## src/sv/rau_pkg.sv

```systemverilog
`default_nettype none
package rau_pkg;

	// sign and magnitude forms of input fields and of full-width products
	typedef struct packed {
		logic        neg;
		logic [31:0] mag;
	} rau_sm32_t;

	typedef struct packed {
		logic        neg;
		logic [63:0] mag;
	} rau_sm64_t;

	// reduction request and answer between sequencer and GCD/divide core
	typedef struct packed {
		logic        start;
		logic [63:0] n_mag;
		logic [63:0] d_mag;
	} rau_red_req_t;

	typedef struct packed {
		logic        done;
		logic [63:0] nm;
		logic [63:0] dm;
	} rau_red_rsp_t;

	localparam logic [2:0] OP_ADD = 3'd0;
	localparam logic [2:0] OP_SUB = 3'd1;
	localparam logic [2:0] OP_MUL = 3'd2;
	localparam logic [2:0] OP_DIV = 3'd3;
	localparam logic [2:0] OP_RED = 3'd4;
	localparam logic [2:0] OP_INV = 3'd5;

	localparam logic [1:0] ST_OK       = 2'd0;
	localparam logic [1:0] ST_ZERO_DEN = 2'd1;
	localparam logic [1:0] ST_OVERFLOW = 2'd2;

	localparam rau_sm32_t SM_ZERO = '{neg: 1'b0, mag: 32'd0};
	localparam rau_sm32_t SM_ONE  = '{neg: 1'b0, mag: 32'd1};

	function automatic rau_sm32_t rau_from_field(input logic [31:0] x);
		rau_sm32_t r;
		r.neg = x[31];
		r.mag = x[31] ? (32'd0 - x) : x;
		return r;
	endfunction

endpackage
`default_nettype wire

```

## src/sv/rau_mul.sv

```systemverilog
`default_nettype none
module rau_mul (
	input  wire                 clk,
	input  rau_pkg::rau_sm32_t  x,
	input  rau_pkg::rau_sm32_t  y,
	output rau_pkg::rau_sm64_t  p
);
	import rau_pkg::*;

	logic [63:0] prod;
	rau_sm64_t   p_q;

	assign prod = 64'(x.mag) * 64'(y.mag);

	// product sign is forced positive for a zero magnitude
	always_ff @(posedge clk) begin
		p_q.mag <= prod;
		p_q.neg <= (prod != 64'd0) && (x.neg ^ y.neg);
	end

	assign p = p_q;

endmodule
`default_nettype wire

```

## config.mk

```make
export PLATFORM = sky130hd
export DESIGN_NAME = rau_mul
export DESIGN_NICKNAME = d
export VERILOG_FILES = /design/src/sv/rau_pkg.sv /design/src/sv/rau_mul.sv
export SDC_FILE = /design/constraint.sdc
export NUM_CORES = 2
export LEC_CHECK = 0
export ABC_AREA = 1
export BUFFER_PORTS_ARGS = -buffer_cell sky130_fd_sc_hd__buf_2
export CAP_MARGIN = 20
export CORE_MARGIN = 3
export CORE_UTILIZATION = 55
export CTS_BUF_LIST = sky130_fd_sc_hd__clkbuf_16
export DETAILED_ROUTE_END_ITERATION = 8
export GPL_ROUTABILITY_DRIVEN = 0
export PLACE_DENSITY = 0.79
export SYNTH_ARGS = -nofsm -noshare
export SYNTH_HDL_FRONTEND = slang
export SYNTH_SLANG_ARGS = --single-unit
```

## constraint.sdc

```tcl
create_clock -name clk -period 22.1 [get_ports clk]
set_clock_uncertainty 0.1 [all_clocks]
set_input_delay 4.42 -clock clk [delete_from_list [all_inputs] [get_ports clk]]
set_output_delay 4.42 -clock clk [all_outputs]
set_load 0.01 [all_outputs]
```

### Word level (Yosys, flattened, before mapping)

Index checks and enable logic that the tools add are counted.

| word-level totals | value |
|---|---|
| flip-flop bits (word level) | 65 |
| bits in latches | 0 |
| RAM bits | 0 |
| bits in read-only memories | 0 |
| bits of input ports | 67 |
| output and inout port bits | 65 |
| word-level logic and storage cells | 6 |
| memories | 0 |

| cells by class | value |
|---|---|
| add/subtract/negate cells | 0 |
| multiply operators | 1 |
| div/mod/pow operators | 0 |
| order comparisons | 0 |
| eq/ne operators | 0 |
| shift operators | 0 |
| mux-type cells | 0 |
| bitwise logic cells | 1 |
| reductions and logical operators | 2 |

Operators by type and width:

| cell | number |
|---|---|
| 32-bit by 32-bit multiplier with 64-bit output | 1 |
| 64-bit nonzero test | 1 |
| 1-bit logical AND | 1 |
| 1-bit XOR | 1 |

### Longest topological paths before layout

| logic depth | value |
|---|---|
| word-level depth | 3 |
| gate-level depth with buffers | 37 |
| depth with buffers taken out | 36 |

### Worst setup path after synthesis

OpenSTA, ideal clock, no wires.

| timing | value |
|---|---|
| path kind | input to register |
| start | input x[25] in the netlist's numbering |
| end | register p_q (netlist bit p[64]) |
| setup time | 0.118 ns |
| arrival time | 10.484 ns |
| data required time | 21.882 ns |
| setup slack | 11.398 ns |
| cell stages on the path | 31 |
| buffers on the path | 1 |
| cells stage by stage | clkbuf_1 -> nand2_1 -> fa_1 -> inv_1 -> fa_1 -> inv_1 -> fa_1 -> inv_1 -> fa_1 -> fa_1 -> fa_1 -> fa_1 -> inv_1 -> fa_1 -> inv_1 -> ha_1 -> nand2_1 -> nor2_1 -> inv_1 -> nor2_2 -> inv_1 -> nor2_1 -> nand3_1 -> nand3_1 -> nand2_1 -> nand2_1 -> nand2_1 -> nor2_1 -> nand2_1 -> nor2_1 -> a21oi_1 |

| between the ends | value |
|---|---|
| longest elaborated chain between the ends | 3 |

Ends and longest elaborated chain:

| element | line | RTL |
|---|---|---|
| start: declaration | rau_mul.sv:4 | `input rau_pkg::rau_sm32_t x,` |
| 32-bit by 32-bit multiplier with 64-bit output | rau_mul.sv:13 | `assign prod = 64'(x.mag) * 64'(y.mag);` |
| 64-bit nonzero test | rau_mul.sv:18 | `p_q.neg <= (prod != 64'd0) && (x.neg ^ y.neg);` |
| 1-bit logical AND | rau_mul.sv:18 |  |
| end: declaration | rau_mul.sv:11 | `rau_sm64_t p_q;` |

No other way between the ends.

### Worst setup path after layout

| timing | value |
|---|---|
| start | input x[15] in the netlist's numbering |
| end | register p_q (netlist bit p[64]) |

Same word-level chain as after synthesis.

==> reports/results.ini <==
[logic_synthesis]
yosysTopAreaCellShare_pct=47.29
yosys.area.top_type=fa_1
synthAdderAreaFrac_pct=55.97
synth_top_family_by_area=adder cells
synth_seq_cells=65
ys_seq_area_share_pct=3.431
netlist_top_cells_area=fa_1 47%, inv_1 17%, nand2_1 16%, ha_1 8.7%, dfxtp_1 3.4%
muxShareOfSynthArea_pct=0
ys_warn_count=0
syn_area_mm2=0.03793
yosysUniqueCellTypes=27
synth_compound_area_share_pct=0.9435
synth_nets=6391
syn_inst=5165
synthXorXnorAreaFrac_pct=0.3464
syn_area_per_cell_um2=7.343
synth-simple-area-share_pct=19.83

[setup_path]
end_kind=flop
max_stage_delay_ps=650
critPathMaxFanout=32
cp-start-kind=input port
crit_top_cell=nand2_1
critPathKind=in -> reg
cp_data_arrival_time_ps=11760
crit_slowest_cell=buf_2
required_ps=22210

[drt]
drt_iter0_markers=2770
wl_per_cell_um=16.90
drt-total-wl_um=101500
drc=0
firstDrtPassIters=6
vias=31040
detail-route-antenna-nets=0
vias_per_cell=5.169

[clock_network]
cts_resized=0
cts_root_buffer=clkbuf_16
htree_levels=3
numCtsBuffers=9
cts.sinks=65
post_cts_buffers=0
cts_tree=built
postCtsHoldBufs=0
clk_path_buf_depth=2
clk_pin_slew_ps=60

[sta]
min_period_over_period_pct=52.71
hold_violations=0
fmax_mhz=85.85
layout_min_cycle_time_ps=11650
finalSetupViolCount=0
relSlewSlack_pct=34.50
tns_ps=0
tightestPinTransition_ps=982.5
maxSlewViolCount=0
rsz0062_at_grt=no

[finish]
nNetsFinal=6347
largest_reg_flops=65
nFillCells=6056
syn2layout_area_growth_pct=3.648
final_common_cell=inv_1
final_cell_mix=1760 x inv_1, 1626 x nand2_1, 896 x fa_1
drive_gt1_share_pct=4.410

[floorplanning]
pin_count=132
initial_utilization_pct=55.98
fp.dieArea_mm2=0.07215
rows=95
die_h_um=268.6
die_w_um=268.6
core_mm2=0.06775

[worst_hold_path]
hp-class=in -> reg

[placement]
io_buffers=131
hpwl_um=82940

[global_routing]
grt_pass1_wl_um=168500
grtUsageTotal_pct=29.58
grt_max_degree=33
grt_overflow_total=0
first_global_vias=32680
antenna_found_initial=6

[outcome]
status=finished, final reports clean

[flow_run]
max_cap_viol_count=0

==> worst max-delay path, delay by kind of cell <==
kind / cells / cell delay (ps)
adders and majority gates: 9 / 4540
and+or+nand+nor: 15 / 1800
buffers and inverters: 4 / 890
AOI/OAI and AO/OA: 1 / 70
==> cell families (layout without fill, tap and decap cells) <==
family,count (synthesis),after routing
compound gates,68,68
xor+xnor,15,15
fa+ha+maj,1159,1159
buf+inv,1968,1928
flops,65,65
other cells,0,7
simple gates,1890,1890
==> synth_stat cells, drive strengths merged <==
| cell type | count |
|---|---|
| a21oi | 52 |
| and2 | 3 |
| buf | 1 |
| clkbuf | 192 |
| clkinv | 3 |
| dfxtp | 65 |
| fa | 896 |
| ha | 263 |
| inv | 1772 |
| nand2 | 1646 |
| nand3 | 62 |
| nand3b | 24 |
| nand4 | 14 |
| nor2 | 124 |
| nor3 | 16 |
| nor4 | 1 |
| o21ai | 12 |
| o21bai | 4 |
| xnor2 | 7 |
| xor2 | 8 |
==> layer usage <==
metal	track usage [%]	wire, um	up-vias
li1	-	-	13960
met3	5.904	10340	300
met5	0	13	-
met4	10.13	4086	2
met1	38.32	38410	15100
met2	49.97	48660	1677
==> cell type report <==
type / count / area, um2 / share of cell area, %
Timing Repair Buffer: 138 / 708.2 / 1.801
Clock buffer: 9 / 225.2 / 0.5729
Multi-Input combinational cell: 3132 / 29240 / 74.37
Antenna cell: 7 / 17.52 / 0.04456
Tap cell: 873 / 1092 / 2.778
Clock inverter: 6 / 68.82 / 0.1750
Sequential cell: 65 / 1301 / 3.310
Inverter: 1775 / 6663 / 16.95
==> path summary, 6_finish.rpt <==
check                 startpoint     to  slack, ps  cells after the start
worst max-delay path       x[15]  p[64]      10450                     29
worst min-delay path       x[32]  p[64]       4370                      3
==> through the flow <==
stage	cells	util [%]	cell area (um2)	hold WS, ps	setup slack (ps)
after floorplan	5165	-	37930	4432	11400
after global placement	5983	57.56	39000	4663	10380
after detailed placement	5983	57.56	39000	4714	10290
after CTS	5998	58.00	39300	4351	10610
after global routing	6002	58.01	39310	4367	10140
final	6005	58.02	39310	4369	10450
Power is not shown: default switching activity piles up to over one toggle a cycle in this logic, so the estimate is an artifact.
