`config.mk`:
```
export PLATFORM = sky130hd
export DESIGN_NAME = rau_core
export DESIGN_NICKNAME = d
export VERILOG_FILES = /design/src/sv/rau_pkg.sv /design/src/sv/rau_core.sv
export SDC_FILE = /design/constraint.sdc
export NUM_CORES = 1
export LEC_CHECK = 0
export BUFFER_PORTS_ARGS = -buffer_cell sky130_fd_sc_hd__buf_2
export CAP_MARGIN = 20
export CELL_PAD_IN_SITES_DETAIL_PLACEMENT = 1
export CELL_PAD_IN_SITES_GLOBAL_PLACEMENT = 1
export CORE_MARGIN = 5
export CORE_UTILIZATION = 48
export DETAILED_ROUTE_END_ITERATION = 10
export GPL_TIMING_DRIVEN = 0
export PLACE_DENSITY_LB_ADDON = 0.3
export SLEW_MARGIN = 30
export SYNTH_ARGS = -nofsm -noshare
export SYNTH_HDL_FRONTEND = slang
export SYNTH_SLANG_ARGS = --single-unit
```
`constraint.sdc`:
```
create_clock -name clk -period 16.05 [get_ports clk]
set_clock_uncertainty 0.1 [all_clocks]
set_input_delay 3.21 -clock clk [delete_from_list [all_inputs] [get_ports clk]]
set_output_delay 3.21 -clock clk [all_outputs]
set_load 0.03 [all_outputs]
```
`src/sv/rau_pkg.sv`:
```
`default_nettype none
package rau_pkg;

	// sign and magnitude forms of input fields and of full-width products
	typedef struct packed {
		logic        neg;
		logic [31:0] mag;
	} rau_sm32_t;

	typedef struct packed {
		logic        neg;
		logic [63:0] mag;
	} rau_sm64_t;

	// reduction request and answer between sequencer and GCD/divide core
	typedef struct packed {
		logic        start;
		logic [63:0] n_mag;
		logic [63:0] d_mag;
	} rau_red_req_t;

	typedef struct packed {
		logic        done;
		logic [63:0] nm;
		logic [63:0] dm;
	} rau_red_rsp_t;

	localparam logic [2:0] OP_ADD = 3'd0;
	localparam logic [2:0] OP_SUB = 3'd1;
	localparam logic [2:0] OP_MUL = 3'd2;
	localparam logic [2:0] OP_DIV = 3'd3;
	localparam logic [2:0] OP_RED = 3'd4;
	localparam logic [2:0] OP_INV = 3'd5;

	localparam logic [1:0] ST_OK       = 2'd0;
	localparam logic [1:0] ST_ZERO_DEN = 2'd1;
	localparam logic [1:0] ST_OVERFLOW = 2'd2;

	localparam rau_sm32_t SM_ZERO = '{neg: 1'b0, mag: 32'd0};
	localparam rau_sm32_t SM_ONE  = '{neg: 1'b0, mag: 32'd1};

	function automatic rau_sm32_t rau_from_field(input logic [31:0] x);
		rau_sm32_t r;
		r.neg = x[31];
		r.mag = x[31] ? (32'd0 - x) : x;
		return r;
	endfunction

endpackage
`default_nettype wire

```
`src/sv/rau_core.sv`:
```
`default_nettype none
module rau_core (
	input  wire                    clk,
	input  wire                    arst_n,
	input  rau_pkg::rau_red_req_t  req,
	output rau_pkg::rau_red_rsp_t  rsp
);
	import rau_pkg::*;

	localparam logic [2:0] C_IDLE = 3'd0;
	localparam logic [2:0] C_GCD  = 3'd1;
	localparam logic [2:0] C_DIVN = 3'd2;
	localparam logic [2:0] C_DIVD = 3'd3;
	localparam logic [2:0] C_DONE = 3'd4;

	logic [2:0]  state_q;
	logic [63:0] x_q, y_q, g_q, n_q, d_q, nm_q, dvd_q, rem_q;
	logic [5:0]  k_q, cnt_q;
	logic [64:0] sub_a, sub_b, diff, trial;
	logic        borrow;
	logic        qbit;

	// one shared subtractor: x - y during GCD, trial remainder - g during divide
	assign trial = {rem_q, dvd_q[63]};
	always_comb begin
		if (state_q == C_GCD) begin
			sub_a = {1'b0, x_q};
			sub_b = {1'b0, y_q};
		end else begin
			sub_a = trial;
			sub_b = {1'b0, g_q};
		end
	end
	assign diff   = sub_a - sub_b;
	assign borrow = diff[64];
	assign qbit   = !borrow;

	always_ff @(posedge clk or negedge arst_n) begin
		if (!arst_n) begin
			state_q <= C_IDLE;
		end else begin
			case (state_q)
				C_IDLE: if (req.start) state_q <= C_GCD;
				C_GCD:  if (x_q == 64'd0 || y_q == 64'd0) state_q <= C_DIVN;
				C_DIVN: if (cnt_q == 6'd63) state_q <= C_DIVD;
				C_DIVD: if (cnt_q == 6'd63) state_q <= C_DONE;
				C_DONE: state_q <= C_IDLE;
				default: state_q <= C_IDLE;
			endcase
		end
	end

	always_ff @(posedge clk) begin
		case (state_q)
			C_IDLE: begin
				x_q <= req.n_mag;
				y_q <= req.d_mag;
				n_q <= req.n_mag;
				d_q <= req.d_mag;
				k_q <= 6'd0;
			end
			C_GCD: begin
				if (x_q == 64'd0 || y_q == 64'd0) begin
					g_q   <= (x_q | y_q) << k_q;
					dvd_q <= n_q;
					rem_q <= 64'd0;
					cnt_q <= 6'd0;
				end else if (!x_q[0] && !y_q[0]) begin
					x_q <= x_q >> 1;
					y_q <= y_q >> 1;
					k_q <= k_q + 6'd1;
				end else if (!x_q[0]) begin
					x_q <= x_q >> 1;
				end else if (!y_q[0]) begin
					y_q <= y_q >> 1;
				end else if (borrow) begin
					x_q <= y_q;
					y_q <= x_q;
				end else begin
					x_q <= diff[63:0];
				end
			end
			C_DIVN, C_DIVD: begin
				cnt_q <= cnt_q + 6'd1;
				if (cnt_q == 6'd63 && state_q == C_DIVN) begin
					nm_q  <= {dvd_q[62:0], qbit};
					dvd_q <= d_q;
					rem_q <= 64'd0;
				end else begin
					rem_q <= qbit ? diff[63:0] : trial[63:0];
					dvd_q <= {dvd_q[62:0], qbit};
				end
			end
			default: begin
			end
		endcase
	end

	assign rsp.done = (state_q == C_DONE);
	assign rsp.nm   = nm_q;
	assign rsp.dm   = dvd_q;

endmodule
`default_nettype wire

```
### After elaboration in Yosys (flattened, before gate mapping)

Cells that the tools add are included.

| word-level totals | value |
|---|---|
| register bits | 527 |
| bits of input ports | 131 |
| output and inout port bits | 129 |
| logic and storage cells | 84 |

| cells by class | value |
|---|---|
| add/sub/neg operators | 3 |
| equality and inequality tests | 14 |
| shift operators | 1 |
| multiplexer cells | 31 |
| bitwise operators | 1 |
| reduce and logical (&&, ||, !) cells | 21 |

Operator list:

| cell | count |
|---|---|
| $mux 64 | 16 |
| $pmux 64 s2 | 4 |
| $logic_not 64->1 | 2 |
| $mux 65 | 1 |
| $sub 65x65->65 | 1 |
| $or 64x64->64 | 1 |
| $shl 64x6->64 | 1 |
| $pmux 6 s2 | 2 |
| $mux 6 | 3 |
| $add 6x1->6 const B | 2 |
| $mux 3 | 4 |
| $pmux 3 s4 | 1 |
| $reduce_and 3->1 | 3 |
| $ne 2x2->1 const B | 4 |
| $ne 4x3->1 const B | 2 |
| $reduce_and 2->1 | 4 |
| $reduce_and 4->1 | 2 |
| $eq 3x2->1 const B | 2 |
| $eq 6x6->1 const B | 1 |
| $ne 2x1->1 const B | 2 |
| $reduce_bool 2->1 | 2 |
| $eq 3x1->1 const B | 1 |
| $eq 3x3->1 const B | 1 |
| $logic_not 1->1 | 3 |
| other kinds (5) | 6 |

### Depth between registers and ports, before layout

| depth | value |
|---|---|
| depth in word-level cells | 9 |
| gate-level depth with buffers | 23 |
| gate-level depth less buffers | 17 |

### Worst setup path before layout

OpenSTA, ideal clock, no wires.

| timing | value |
|---|---|
| kind | reg2reg |
| from | register state_q[1] |
| to | register x_q[10] (enable) |
| setup time | 0.432 ns |
| arrival time | 11.315 ns |
| required time | 15.518 ns |
| slack | 4.203 ns |
| cell stages (with the launch flop) | 5 |
| path buffers | 1 |
| clock period less this slack | 11.847 ns |
| cells stage by stage | dfrtp_1 -> clkbuf_1 -> nor3_1 -> a21o_1 -> o31a_1 |

| on the way | value |
|---|---|
| longest elaborated chain between the ends | 3 |
| elaborated cells between the ends (all ways) | 6 |
| classes of those cells | eq/ne: 3; reduce/logical: 3 |

Ends and longest elaborated chain:

| item | line | source |
|---|---|---|
| from (decl) | rau_core.sv:16 | `logic [2:0] state_q;` |
| from (signal assigned) | rau_core.sv:40 | `state_q <= C_IDLE;` |
| from (signal assigned) | rau_core.sv:43 | `C_IDLE: if (req.start) state_q <= C_GCD;` |
| from (signal assigned) | rau_core.sv:44 | `C_GCD: if (x_q == 64'd0 \|\| y_q == 64'd0) state_q <= C_DIVN;` |
| $eq 3x1->1 or $logic_not 3->1 (tied branches) | rau_core.sv:54 | `case (state_q)` |
| $ne 4x3->1 (no line), or another cell as far along | n/a |  |
| $reduce_and 3->1 (no line) (*) | n/a |  |
| to (signal assigned) | rau_core.sv:56 | `x_q <= req.n_mag;` |
| to (signal assigned) | rau_core.sv:69 | `x_q <= x_q >> 1;` |
| to (signal assigned) | rau_core.sv:73 | `x_q <= x_q >> 1;` |
| to (decl) | rau_core.sv:17 | `logic [63:0] x_q, y_q, g_q, n_q, d_q, nm_q, dvd_q, rem_q;` |

Every way passes the cells marked *; elsewhere a longest branch is shown, timed or not.
A chain may end at the register's enable or synchronous reset.

### Worst setup path in the final report

| timing | value |
|---|---|
| from | register state_q[0] |
| to | register rem_q[47] (data pin) |

| on the way | value |
|---|---|
| longest elaborated chain between the ends | 6 |
| elaborated cells between the ends (all ways) | 11 |
| classes of those cells | add/sub: 1; eq/ne: 3; mux: 5; reduce/logical: 2 |

Ends and longest elaborated chain:

| item | line | source |
|---|---|---|
| $eq 3x1->1 | rau_core.sv:26, rau_core.sv:54 |  |
| $mux 65 or $mux 64 (tied branches) | rau_core.sv:26 | `if (state_q == C_GCD) begin` |
| $sub 65x65->65 | rau_core.sv:34 | `assign diff = sub_a - sub_b;` |
| $mux 64 | rau_core.sv:90 | `rem_q <= qbit ? diff[63:0] : trial[63:0];` |
| $mux 64 | rau_core.sv:85 | `if (cnt_q == 6'd63 && state_q == C_DIVN) begin` |
| $pmux 64 s2 (*) | rau_core.sv:54 |  |
| to (signal assigned) | rau_core.sv:90 |  |
| to (decl) | rau_core.sv:17 |  |

Marks and branches as above.

==> results.yml <==
outcome:
  outcome: "completed"
timing:
  timing_hold_violations_final: 0
  tightest_slew_ns: 1.17
  post-route-worst-setup-slack_ns: 8.71
  clock.fmax_mhz: 136
  period_share: 0.457
  fin_crit_ns: 7.34
  finalSetupViolCount: 0
  final_max_slew_viol_count: 0
  holdWs_ns: 0.389
  rsz0062_at_grt: "no"
  fin_setup_tns_ns: 0
  max-slew-margin-rel: 0.211
synthesis:
  ys_ff_latch: 527
  syn_avg_cell_area_sq_um: 10.2
  synth_edf_count: 524
  yosysTopAreaCell: "edfxtp_1"
  synth_top_cell_area_share: 0.510
  synth_ff_type: "edfxtp_1"
  ys_types: 86
  synth.most_common_cell: "nand2_1"
  syn_nets: 3224
  ys_warn_count: 0
  seq_area_frac_synth: 0.512
  syn_area_sq_um: 30900
  netlist_top_cells_count: "nand2_1 (528), edfxtp_1 (524), mux2i_1 (341), a21oi_1 (264), nor2_1 (235)"
  async_reset_ff_frac: 0.00569
  synth_area_leaders: "edfxtp_1 (51%), mux2i_1 (11%), nand2_1 (6.4%)"
  synthCells: 3026
cts:
  clkLatencyLatePin_ns: 0.65
  cts_buffer_depth: 3
  clk_pin_slew_ns: 0.06
  cts_tree: "done"
  post-cts-setup-buffers: 0
  cts_sinks: 527
  post_cts_resized: 0
  cts_root_buf: "clkbuf_16"
  cts_hold_repair.buffers: 0
  htreeDepth: 2
  cts-buffers-inserted: 57
cells_and_area:
  synthToLayoutAreaGrowth_pct: 15.8
  regArea_sq_um: 15800
  design_area_sq_um: 35700
  fillCellCount: 7031
  drive_gt1_frac: 0.142
  multi_input_area_sq_um: 14100
  fin_nets: 3582
floorplanning:
  die_w_um: 264
  io_pins: 260
  num_rows: 93
  dieArea_sq_um: 69500
  initial_core_util: 0.481
  dieHeight_um: 264
  coreArea_sq_um: 64100
worst_setup_path:
  ff2ff_path_depth: 22
  critPathLaunchType: "flip-flop"
  critPathMaxStageDelay_ns: 0.71
  cpLargestDelayFamily: "buffers and inverters"
  cp_max_fo: 10
  reg2reg_slack_ns: 8.71
  crit_top_cell: "clkbuf_1"
  cp_cell_sequence: "clkbuf_1 > or3b_2 > clkbuf_1 > clkbuf_1 > clkbuf_1 > nand2_1 > nand2_1 > ha_1 > inv_1 > fa_1 > a211oi_1 > o21bai_2 > o211ai_2 > nand4_1 > nand4b_1 > nand3_2 > xor2_2 > buf_6 > buf_4 > buf_2 > a21oi_1 > nor2_1"
  crit_path_end_kind: "flip-flop"
  crit_slowest_cell: "clkbuf_1"
  worst_ep_arrival_time_ns: 7.58
  r2r-start: "state_q[0]"
  r2r-end: "rem_q[47]"
  crit_required_ns: 16.29
  path_class: "reg -> reg"
  cp_num_buf_inv: 8
global_route:
  grt_pass1_wl_um: 205000
  grt_pass1_vias: 29200
  track_usage: 0.399
  grt_max_degree: 46
  antenna_found_initial: 22
  grt.overflow.total: 0
placed_design:
  place_area_sq_um: 33900
  dp_slack_ns: 8.83
  port_buffers: 259
  hpwl_um: 113000
  place.gp.congestion: 1.01
route:
  drc: 0
  drt-total-wl_um: 145000
  vias: 28700
  detail_route.iter0.violations: 3853
  via_per_inst: 6.68
  post_drt_wl_per_cell_um: 33.8
  dr.pass1.iters: 8
  antenna_left: 0
hold_path:
  holdPathStages: 0
  min_from: "dvd_q[43]"
  worstHoldEndpoint: "nm_q[44]"
  worstHoldPathType: "reg -> reg"
flow_run:
  cap_violations: 0
-- sequential cells by signal, indices dropped and copies added (netlist names) --
signal,flops
state_q,3
y_q,64
g_q,64
cnt_q,6
rem_q,64
dvd_q,64
x_q,64
d_q,64
k_q,6
n_q,64
nm_q,64
-- final cells by class --
type / count / share of cell area
plain buffers: 204 / 0.0238
diodes: 15 / 0.00105
repair buffers: 299 / 0.0526
clock buffers: 65 / 0.0407
clock inverters: 41 / 0.0105
well taps: 855 / 0.0299
multi-input cells: 2264 / 0.396
inverters: 31 / 0.00340
flip-flops and latches: 527 / 0.442
-- routing by layer --
layer	up-vias	part of all wire	GRT usage
met5	-	0.00019	0
li1	11900	-	-
met2	2134	0.45	0.632
met1	14200	0.37	0.515
met3	484	0.11	0.0892
met4	4	0.067	0.210
-- kinds of logic (layout without fill, tap and decap cells) --
| logic type | count (synthesis) | in the layout | share of synthesized area |
|---|---|---|---|
| simple gates | 1037 | 1037 | 0.145 |
| compound gates | 736 | 736 | 0.146 |
| fa+ha+maj | 67 | 67 | 0.0274 |
| other cells | 0 | 15 | 0 |
| xor+xnor | 66 | 66 | 0.0190 |
| flops | 527 | 527 | 0.512 |
| buf+inv | 235 | 640 | 0.0315 |
| mux | 358 | 358 | 0.119 |
-- placed cells by master, fill, tap and decap left out, types with 21 or more instances in the layout --
cell	instances
nor2_1	234
clkbuf_16	57
xnor2_1	43
clkbuf_1	157
edfxtp_1	524
nor4_1	36
mux2i_1	340
buf_2	282
and3_1	29
a21oi_1	264
nor3_1	83
ha_1	66
buf_4	29
nand3_1	32
a211oi_1	31
o22ai_1	56
o21ai_0	183
buf_1	21
nand2_1	528
nand4_1	30
a21o_1	38
xor2_1	22
inv_1	27
-- worst max-delay path by stage --
stage               startpoint         to  slack, ns  cells after the start
finish              state_q[0]  rem_q[47]       8.71                     22
global route        state_q[0]  rem_q[47]       8.76                     22
CTS                 state_q[0]    x_q[46]       8.73                     21
detailed placement  state_q[0]    x_q[46]       8.83                     21
global placement       x_q[43]  rem_q[47]      -2.43                      5
floorplan           state_q[1]    x_q[10]       4.20                      4
-- through the flow --
stage / utilization / instances
2_1_floorplan: - / 3026
4_1_cts: 0.557 / 4286
3_5_place_dp: 0.528 / 4180
6_report: 0.558 / 4301
3_3_place_gp: 0.518 / 4140
5_1_grt: 0.558 / 4301
Power is not shown: default switching activity piles up to over one toggle a cycle in this logic, so the estimate is an artifact.
